## config.mk

```make
export PLATFORM = sky130hd
export DESIGN_NAME = double_ended_queue_unit
export DESIGN_NICKNAME = d
export VERILOG_FILES = /design/src/design/dq_pkg.sv /design/src/design/dq_ram.sv /design/src/design/double_ended_queue_unit.sv
export SDC_FILE = /design/constraint.sdc
export NUM_CORES = 1
export LEC_CHECK = 0
export ABC_AREA = 1
export BUFFER_PORTS_ARGS = -buffer_cell sky130_fd_sc_hd__buf_2
export CORE_MARGIN = 5
export CORE_UTILIZATION = 35
export CTS_CLUSTER_DIAMETER = 100
export DETAILED_ROUTE_END_ITERATION = 12
export PLACE_DENSITY = 0.61
export SYNTH_ARGS = -nofsm -noshare
export SYNTH_HDL_FRONTEND = slang
export SYNTH_HIERARCHICAL = 1
export SYNTH_SLANG_ARGS = --single-unit
```

## constraint.sdc

```tcl
create_clock -name clk -period 4.3 [get_ports clk]
set_input_delay 0.86 -clock clk [delete_from_list [all_inputs] [get_ports clk]]
set_output_delay 0.86 -clock clk [all_outputs]
set_load 0.01 [all_outputs]
```

## src/design/dq_pkg.sv

```systemverilog
// Shared types, constants and pointer helpers for the double-ended queue unit.
`default_nettype none

package dq_pkg;

  // Store geometry.
  localparam int DEPTH   = 16;
  localparam int PTR_W   = $clog2(DEPTH);
  localparam int CNT_W   = $clog2(DEPTH + 1);
  localparam int DATA_W  = 32;

  // Fixed field widths of the items.
  localparam int ACT_W   = 3;
  localparam int POS_W   = 6;
  localparam int OCC_W   = 7;
  localparam int STAT_W  = 2;

  // Action codes.
  localparam logic [ACT_W-1:0] ACT_PUSH_BACK    = 3'd0;
  localparam logic [ACT_W-1:0] ACT_PUSH_FRONT   = 3'd1;
  localparam logic [ACT_W-1:0] ACT_REMOVE_BACK  = 3'd2;
  localparam logic [ACT_W-1:0] ACT_REMOVE_FRONT = 3'd3;
  localparam logic [ACT_W-1:0] ACT_DUMP         = 3'd4;

  // Status codes.
  localparam logic [STAT_W-1:0] STAT_DONE  = 2'd0;
  localparam logic [STAT_W-1:0] STAT_EMPTY = 2'd1;
  localparam logic [STAT_W-1:0] STAT_FULL  = 2'd2;

  typedef logic [PTR_W-1:0] ptr_t;
  typedef logic [CNT_W-1:0] cnt_t;

  typedef struct packed {
    logic [ACT_W-1:0]   action;
    logic signed [31:0] value;
  } in_item_t;

  typedef struct packed {
    logic signed [31:0]  element;
    logic [POS_W-1:0]    position;
    logic [OCC_W-1:0]    occupancy;
    logic [STAT_W-1:0]   status;
    logic                last;
  } out_item_t;

  typedef enum logic {
    ST_IDLE,
    ST_DUMP
  } dq_state_t;

  // Step a pointer forward by one around the circular store.
  function automatic ptr_t ptr_inc(input ptr_t p);
    ptr_t r;
    if (p == PTR_W'(DEPTH - 1)) begin
      r = '0;
    end else begin
      r = p + ptr_t'(1);
    end
    return r;
  endfunction

  // Step a pointer back by one around the circular store.
  function automatic ptr_t ptr_dec(input ptr_t p);
    ptr_t r;
    if (p == '0) begin
      r = PTR_W'(DEPTH - 1);
    end else begin
      r = p - ptr_t'(1);
    end
    return r;
  endfunction

  // Add a count (at most DEPTH) to a pointer and wrap once.
  function automatic ptr_t ptr_add(input ptr_t p, input cnt_t c);
    logic [CNT_W:0] s;
    logic [CNT_W:0] w;
    s = (CNT_W + 1)'(p) + (CNT_W + 1)'(c);
    if (s >= (CNT_W + 1)'(DEPTH)) begin
      w = s - (CNT_W + 1)'(DEPTH);
    end else begin
      w = s;
    end
    return w[PTR_W-1:0];
  endfunction

endpackage

`default_nettype wire

```

## src/design/dq_ram.sv

```systemverilog
// Generic single-write, single-read synchronous RAM with a registered read.
`default_nettype none

module dq_ram #(
  parameter int DATA_W = 32,
  parameter int DEPTH  = 16,
  parameter int ADDR_W = $clog2(DEPTH)
) (
  input  wire logic              clk,
  input  wire logic              wr_en,
  input  wire logic [ADDR_W-1:0] wr_addr,
  input  wire logic [DATA_W-1:0] wr_data,
  input  wire logic [ADDR_W-1:0] rd_addr,
  output logic      [DATA_W-1:0] rd_data
);

  logic [DATA_W-1:0] mem [DEPTH];

  always_ff @(posedge clk) begin
    if (wr_en) begin
      mem[wr_addr] <= wr_data;
    end
  end

  always_ff @(posedge clk) begin
    rd_data <= mem[rd_addr];
  end

endmodule

`default_nettype wire

```

## src/design/double_ended_queue_unit.sv

```systemverilog
// Top level of the double-ended queue unit: control, pointers and output register.
`default_nettype none

// A bounded double-ended queue of signed 32-bit values held in a circular
// store of dq_pkg::DEPTH entries in a synchronous RAM. An item is accepted on a
// rising edge where start is high and busy is low. Pushes and removes keep busy
// low, so one can be accepted every cycle; each gives one result whose strobe
// out_valid rises in the cycle after acceptance. A dump walks the store through
// the RAM read port, one element per cycle: busy is high from the acceptance of a
// non-empty dump until its final element has been read, and its results pass the
// RAM read register and the output register and follow on consecutive cycles,
// with last set on the final one. An empty dump, a remove on an empty queue and a
// push to a full queue each give a single status result. Undefined actions are
// swallowed with no result. The receiver cannot stall: every result is on the
// out_ ports for exactly one cycle, so it must be taken when out_valid is high.
module double_ended_queue_unit (
  input  wire logic               clk,
  input  wire logic               rst_n,
  input  wire logic               start,
  input  wire dq_pkg::in_item_t   in_item,
  output logic                    busy,
  output logic                    out_valid,
  output dq_pkg::out_item_t       out_item
);

  // Control state.
  dq_pkg::dq_state_t state_r, state_nxt;
  dq_pkg::ptr_t      front_r, front_nxt;
  dq_pkg::cnt_t      count_r, count_nxt;
  dq_pkg::ptr_t      rd_ptr_r, rd_ptr_nxt;
  dq_pkg::ptr_t      idx_r, idx_nxt;
  logic              out_valid_r, out_valid_nxt;
  dq_pkg::out_item_t out_item_r, out_item_nxt;

  // RAM ports.
  logic                      wr_en;
  dq_pkg::ptr_t              wr_addr;
  logic [dq_pkg::DATA_W-1:0] wr_data;
  dq_pkg::ptr_t              rd_addr;
  logic [dq_pkg::DATA_W-1:0] rd_data;

  logic accept;
  logic is_full;
  logic is_empty;
  logic dump_last;

  dq_ram #(
    .DATA_W (dq_pkg::DATA_W),
    .DEPTH  (dq_pkg::DEPTH),
    .ADDR_W (dq_pkg::PTR_W)
  ) u_ram (
    .clk     (clk),
    .wr_en   (wr_en),
    .wr_addr (wr_addr),
    .wr_data (wr_data),
    .rd_addr (rd_addr),
    .rd_data (rd_data)
  );

  assign busy     = (state_r == dq_pkg::ST_DUMP);
  assign accept   = start && !busy;
  assign is_full  = (count_r == dq_pkg::CNT_W'(dq_pkg::DEPTH));
  assign is_empty = (count_r == '0);
  // The element read this cycle is the final one when its index is count - 1.
  assign dump_last = ((dq_pkg::CNT_W'(idx_r) + dq_pkg::cnt_t'(1)) == count_r);

  assign out_valid = out_valid_r;
  assign out_item  = out_item_r;

  always_ff @(posedge clk) begin
    if (!rst_n) begin
      state_r     <= dq_pkg::ST_IDLE;
      front_r     <= '0;
      count_r     <= '0;
      rd_ptr_r    <= '0;
      idx_r       <= '0;
      out_valid_r <= 1'b0;
    end else begin
      state_r     <= state_nxt;
      front_r     <= front_nxt;
      count_r     <= count_nxt;
      rd_ptr_r    <= rd_ptr_nxt;
      idx_r       <= idx_nxt;
      out_valid_r <= out_valid_nxt;
    end
  end

  always_ff @(posedge clk) begin
    out_item_r <= out_item_nxt;
  end

  always_comb begin
    state_nxt     = state_r;
    front_nxt     = front_r;
    count_nxt     = count_r;
    rd_ptr_nxt    = rd_ptr_r;
    idx_nxt       = idx_r;
    out_valid_nxt = 1'b0;
    out_item_nxt  = '0;
    wr_en         = 1'b0;
    wr_addr       = dq_pkg::ptr_add(front_r, count_r);
    wr_data       = in_item.value;
    // While idle the read port looks at the front, so a dump has its first
    // element ready on the cycle after it is accepted.
    rd_addr       = front_r;

    case (state_r)
      dq_pkg::ST_IDLE: begin
        if (accept) begin
          case (in_item.action)
            dq_pkg::ACT_PUSH_BACK, dq_pkg::ACT_PUSH_FRONT: begin
              out_valid_nxt     = 1'b1;
              out_item_nxt.last = 1'b1;
              if (is_full) begin
                out_item_nxt.occupancy = dq_pkg::OCC_W'(count_r);
                out_item_nxt.status    = dq_pkg::STAT_FULL;
              end else begin
                wr_en = 1'b1;
                if (in_item.action == dq_pkg::ACT_PUSH_FRONT) begin
                  front_nxt = dq_pkg::ptr_dec(front_r);
                  wr_addr   = front_nxt;
                end
                count_nxt              = count_r + dq_pkg::cnt_t'(1);
                out_item_nxt.occupancy = dq_pkg::OCC_W'(count_nxt);
                out_item_nxt.status    = dq_pkg::STAT_DONE;
              end
            end
            dq_pkg::ACT_REMOVE_BACK, dq_pkg::ACT_REMOVE_FRONT: begin
              out_valid_nxt     = 1'b1;
              out_item_nxt.last = 1'b1;
              if (is_empty) begin
                out_item_nxt.status = dq_pkg::STAT_EMPTY;
              end else begin
                if (in_item.action == dq_pkg::ACT_REMOVE_FRONT) begin
                  front_nxt = dq_pkg::ptr_inc(front_r);
                end
                count_nxt              = count_r - dq_pkg::cnt_t'(1);
                out_item_nxt.occupancy = dq_pkg::OCC_W'(count_nxt);
                out_item_nxt.status    = dq_pkg::STAT_DONE;
              end
            end
            dq_pkg::ACT_DUMP: begin
              if (is_empty) begin
                out_valid_nxt       = 1'b1;
                out_item_nxt.status = dq_pkg::STAT_EMPTY;
                out_item_nxt.last   = 1'b1;
              end else begin
                state_nxt  = dq_pkg::ST_DUMP;
                rd_ptr_nxt = dq_pkg::ptr_inc(front_r);
                idx_nxt    = '0;
              end
            end
            default: begin
              // Undefined actions leave the state alone and give no result.
            end
          endcase
        end
      end
      dq_pkg::ST_DUMP: begin
        // rd_data holds the element at idx_r; fetch the next one meanwhile.
        rd_addr                = rd_ptr_r;
        rd_ptr_nxt             = dq_pkg::ptr_inc(rd_ptr_r);
        idx_nxt                = idx_r + dq_pkg::ptr_t'(1);
        out_valid_nxt          = 1'b1;
        out_item_nxt.element   = rd_data;
        out_item_nxt.position  = dq_pkg::POS_W'(idx_r);
        out_item_nxt.occupancy = dq_pkg::OCC_W'(count_r);
        out_item_nxt.status    = dq_pkg::STAT_DONE;
        out_item_nxt.last      = dump_last;
        if (dump_last) begin
          state_nxt = dq_pkg::ST_IDLE;
        end
      end
      default: begin
        state_nxt = dq_pkg::ST_IDLE;
      end
    endcase
  end

endmodule

`default_nettype wire

```

Word-level counts from Yosys, hierarchy flattened
Memory sizes are Yosys's and may differ from the RTL's. A register that Yosys moved wholly into a read port is not among the register bits.
Index checks and enable logic that the tools add are counted.
{"block": "totals", "regBits": 67, "word_cells": 100, "mem_bits_rw": 512, "in_bits": 38, "n_memories": 1, "output_inout_bits": 50}
{"name": "u_ram.mem", "words": 16, "word_bits": 32, "read_ports": 1, "rd_clocked_by_memory_dff": 1, "wr": 1, "line": "dq_ram.sv:17", "text": "logic [DATA_W-1:0] mem [DEPTH];"}
{"block": "op_classes", "order_cmp": 1, "n_eq_ne": 15, "reduce_logical": 12, "bitwise_logic": 1, "mux": 49, "n_addsub": 9}
{"op": "two-way mux 4 bit", "count": 20}
{"op": "one-hot mux 4 bit (2 select lines)", "count": 3}
{"op": "one-hot mux 10 bit (2 select lines)", "count": 1}
{"op": "two-way mux 5 bit", "count": 3}
{"op": "one-hot mux 7 bit (2 select lines)", "count": 1}
{"op": "two-way mux 1 bit", "count": 13}
{"op": "adder 4 x 1 -> 4 bit (second input constant)", "count": 3}
{"op": "inequality test 2 bit (second input constant)", "count": 6}
{"op": "two-way mux 10 bit", "count": 1}
{"op": "one-hot mux 5 bit (2 select lines)", "count": 1}
{"op": "one-hot mux 3 bit (3 select lines)", "count": 1}
{"op": "equality test 4 bit (second input constant)", "count": 2}
{"op": "subtractor 4 x 1 -> 4 bit (second input constant)", "count": 2}
{"op": "two-way mux 7 bit", "count": 1}
{"op": "AND reduction 7 bit", "count": 1}
{"op": "adder 4 x 5 -> 6 bit", "count": 1}
{"op": "equality test 3 x 2 -> 1 bit (second input constant)", "count": 2}
{"op": ">= comparator 6 x 5 -> 1 bit (second input constant)", "count": 1}
{"op": "one-hot mux 1 bit (2 select lines)", "count": 3}
{"op": "adder 4 x 1 -> 5 bit (second input constant)", "count": 1}
{"op": "adder 5 x 1 -> 5 bit (second input constant)", "count": 1}
{"op": "equality test 5 bit", "count": 1}
{"op": "equality test 5 bit (second input constant)", "count": 1}
{"op": "logical NOT 5 bit", "count": 1}
{"op": "15 further kinds", "count": 16}

Longest topological paths before layout
{"block": "depth", "depth_word": 8, "depth_mapped": 14, "depth_no_buf": 11}

Modules after synthesis
Netlist, hierarchy kept.
{"module": "dq_ram", "cells_each": 2120, "area_each_um2": 22730.6, "seq_area_each_um2": 16015.4, "n_inst": 1}
{"module": "double_ended_queue_unit", "cells_each": 380, "area_each_um2": 2891.5, "seq_area_each_um2": 1261.2, "n_inst": 1}

Worst setup path before layout
Ideal clock, no wire load.
{"block": "synth_path", "path_type": "input to register", "startpoint": "input port start", "endpoint": "memory u_ram.mem[10][0], enable pin", "arrival_ns": 3.179, "setup_ns": 0.421, "slack_ns": 0.700, "n_path_buf": 0, "required_time_ns": 3.879, "cell_stages": 7, "path_cell_list": "inv_1 nor2_2 inv_1 nor3_4 o21ai_0 nand3b_1 nor2_1"}
{"block": "synth_via", "word_cells_on_any_way": 7, "classes_between": "mux (6); reduce/logical (1)"}
{"element": "start: declaration", "line": "double_ended_queue_unit.sv:19", "text": "input wire logic start,"}
{"element": "logical AND 1 bit", "line": "double_ended_queue_unit.sv:61", "text": "assign accept = start && !busy;"}
{"element": "two-way mux 4 bit", "line": "double_ended_queue_unit.sv:109", "text": "if (accept) begin"}
{"element": "two-way mux 4 bit", "line": "double_ended_queue_unit.sv:107", "text": "case (state_r)"}
{"element": "net wr_addr[2]", "line": "double_ended_queue_unit.sv:37", "text": "dq_pkg::ptr_t wr_addr;"}
{"element": "end: declaration", "line": "dq_ram.sv:17"}
The timed path passes the listed nets, and every way through them passes these cells.

Worst setup path after layout
{"block": "layout_path", "startpoint": "register count_r[2]", "endpoint": "memory u_ram.mem[12][28], enable pin"}
{"block": "layout_via", "elab_chain_cells": 8, "word_cells_on_any_way": 16, "classes_between": "add/sub (2); order compare (1); eq/ne (1); mux (12)"}
{"element": "start: declaration", "line": "double_ended_queue_unit.sv:29", "text": "dq_pkg::cnt_t count_r, count_nxt;"}
{"element": "start signal: assignment", "line": "double_ended_queue_unit.sv:81", "text": "count_r <= count_nxt;"}
{"element": "adder 4 x 5 -> 6 bit", "line": "dq_pkg.sv:77", "text": "s = (CNT_W + 1)'(p) + (CNT_W + 1)'(c);"}
{"element": ">= comparator 6 x 5 -> 1 bit / subtractor 4 x 1 -> 4 bit (equally long branches)", "line": "dq_pkg.sv:78, dq_pkg.sv:79"}
{"element": "two-way mux 4 bit", "line": "dq_pkg.sv:78", "text": "if (s >= (CNT_W + 1)'(DEPTH)) begin"}
{"element": "two-way mux 4 bit", "line": "double_ended_queue_unit.sv:119", "text": "if (in_item.action == dq_pkg::ACT_PUSH_FRONT) begin"}
{"element": "two-way mux 4 bit", "line": "double_ended_queue_unit.sv:114", "text": "if (is_full) begin"}
{"element": "two-way mux 4 bit", "line": "double_ended_queue_unit.sv:110", "text": "case (in_item.action)"}
{"element": "two-way mux 4 bit", "line": "double_ended_queue_unit.sv:109"}
{"element": "two-way mux 4 bit (*)", "line": "double_ended_queue_unit.sv:107"}
{"element": "net wr_addr[3]", "line": "double_ended_queue_unit.sv:37"}
The timed path passes the listed nets; every way through them passes the cells marked *.

==> results.yml <==
status:
  status: "complete, no violations"
floorplan:
  dieArea_um2: 78700
  core_area_um2: 72800
  die_h_um: 281
  start_util_pct: 35.2
  pin_count: 88
  rows: 99
  die-width_um: 281
clock_tree:
  cts_tree: "built"
  clk_pin_slew_ns: 0.06
  hold_buffers: 0
  h-tree-depth: 3
  cts_buffers: 67
  max-clock-path-buffers: 3
  clock_sinks: 607
  cts_setup_buffers: 0
  cts_resized: 0
  clockRootBuffer: "clkbuf_16"
  clk_latency_ns: 0.59
synthesis:
  synthesis.area_um2: 25600
  synth-main-ff-cell: "edfxtp_1"
  netlist_instances: 2500
  synth_seq_area_share_pct: 67.4
  synth_edf_count: 512
  ys_ff_latch: 607
  synthArstFlopShare_pct: 0
  yosysUniqueCellTypes: 40
  syn_area_per_cell_um2: 10.2
  ys_warn_count: 6
setup_path:
  worst_setup_path_start_kind: "register"
  required_ns: 4.57
  arrival_ns: 3.55
  cp-end-kind: "register"
  crit_type: "reg2reg"
  crit_chain: "ha_1 -> a21oi_1 -> nand2_1 -> xor2_1 -> o21ai_0 -> nand3_1 -> nor2_4 -> buf_4"
  slowest_stage: "dfxtp_1"
  crit_path_max_incr_delay_ns: 0.62
  crit_fanout: 15
final_layout:
  drive_gt1_share_pct: 9.73
  final_cells: 3580
  antenna_cells: 0
  layout_common_cells: "nand2_1, edfxtp_1, inv_1, nand3_1, dfxtp_1"
  utilization_pct: 40.0
  nets: 2619
  final_common_cell: "nand2_1"
  final_area_um2: 29100
  area_growth_pct: 13.6
sta:
  holdWs_ns: 0.409
  min_period_ns: 3.28
  setup_slack_ns: 1.02
  fin_worst_skew_ns: 0.0220
  rsz0062_at_grt: "no"
  maxSlewViolCount: 0
  slew_headroom_pct: 33.4
  max_freq_mhz: 304
  timing_hold_violations_final: 0
  min_period_over_period_pct: 76.4
  setup_viol: 0
  worst_slew_pin_slew_ns: 0.998
  finalSetupTns_ns: 0
power:
  finalPower_mw: 12.8
  leakagePower_nw: 12.5
  p_per_area_nw_per_um2: 441
  ir_drop_mv: 0.262
min_path:
  min_path_type: "reg2reg"
drt:
  postRouteWirelength_um: 59600
  first_pass_iters: 4
  avgViaCountPerCell: 4.56
  vias: 16324
  ant_nets: 0
  dr.first_iter.drc_count: 1083
  drc: 0
  wl_per_cell_um: 16.6
placed_design:
  placedCellCount: 3460
  place_hpwl_um: 33200
  io_buffers: 83
  dpl_cell_area_um2: 27000
  routabilityCongestion: 0.816
  place_ws_ns: 0.764
global_route:
  grt_pass1_vias: 15989
  antenna_found_initial: 1
  grt_max_degree: 129
  grt.overflow.total: 0
  grt_pass1_wl_um: 92900
  track_usage_pct: 15.0
flow_run:
  drv_cap: 0
[final timing paths]
kind                             start                          end  slack [ns]  cells after the start
max            count_r[2]$_SDFFE_PN0P_  u_ram/mem[12][28]$_DFFE_PP_        1.02                      8
min          u_ram/rd_data[29]$_DFF_P_      out_item[45]$_SDFF_PN0_        0.41                      2
max reg2reg    count_r[2]$_SDFFE_PN0P_  u_ram/mem[12][28]$_DFFE_PP_        1.02                      8
min reg2reg  u_ram/rd_data[29]$_DFF_P_      out_item[45]$_SDFF_PN0_        0.41                      2
[flip-flops by register name (all words and copies together) (netlist names)]
register / count
out_item: 44
u_ram/mem: 512
rd_ptr_r: 4
idx_r: 4
u_ram/rd_data: 32
count_r: 5
front_r: 4
busy: 1
out_valid: 1
[layer usage]
metal / wire (um) / track usage (%) / vias to the layer above
met5: 0 / 0 / -
met4: 1790 / 5.07 / 0
met3: 2670 / 2.59 / 118
met2: 29100 / 25.6 / 378
met1: 26000 / 19.5 / 7681
li1: - / - / 8147
[critical path, delay by kind of cell (launching register included)]
family                   cells  cell delay, ns
adder cells (fa/ha/maj)      1            0.36
buffers and inverters        1            0.35
XOR/XNOR                     1            0.14
flip-flops                   1            0.62
AO/OA/AOI/OAI                2            0.47
AND/OR/NAND/NOR              3            1.01
[report_power, final]
part	internal (mW)	total [mW]	switching, mW	leakage [nW]
Clock	3.20	5.47	2.27	1.03
Combinational	0.226	0.837	0.611	6.05
Sequential	6.48	6.52	0.0420	5.39
[cell families after synthesis]
kind of cell	after synthesis	synth area share, %
flops	607	67.4
xor+xnor	16	0.547
other cells	1	0.0146
compound gates	46	0.938
simple gates	1246	20.8
buf+inv	573	9.72
fa+ha+maj	11	0.566
[Yosys cell counts (4+ instances only)]
cell | count | area share [%]
ha_1 | 10 | 0.49
o21ai_1 | 5 | 0.098
o21ai_0 | 22 | 0.43
nor2_1 | 39 | 0.57
nor2_2 | 5 | 0.12
buf_2 | 45 | 0.88
a21oi_1 | 15 | 0.29
nand2_1 | 783 | 11
inv_2 | 4 | 0.059
dfxtp_1 | 95 | 7.4
edfxtp_1 | 512 | 60
inv_1 | 447 | 6.5
nand3_1 | 404 | 7.9
buf_6 | 30 | 1.3
buf_1 | 18 | 0.26
buf_4 | 10 | 0.29
xor2_1 | 9 | 0.31
xnor2_1 | 7 | 0.24
clkbuf_1 | 14 | 0.21
[area by class of cell]
class | count | area [um^2]
clock buffer | 94 | 1890
clock inverter | 26 | 209
fill | 6991 | 43700
inverter | 454 | 1720
multi-input combinational | 1323 | 6030
sequential | 607 | 17300
tap | 959 | 1200
timing repair buffer | 117 | 771
(Power assumes the default switching activity.)
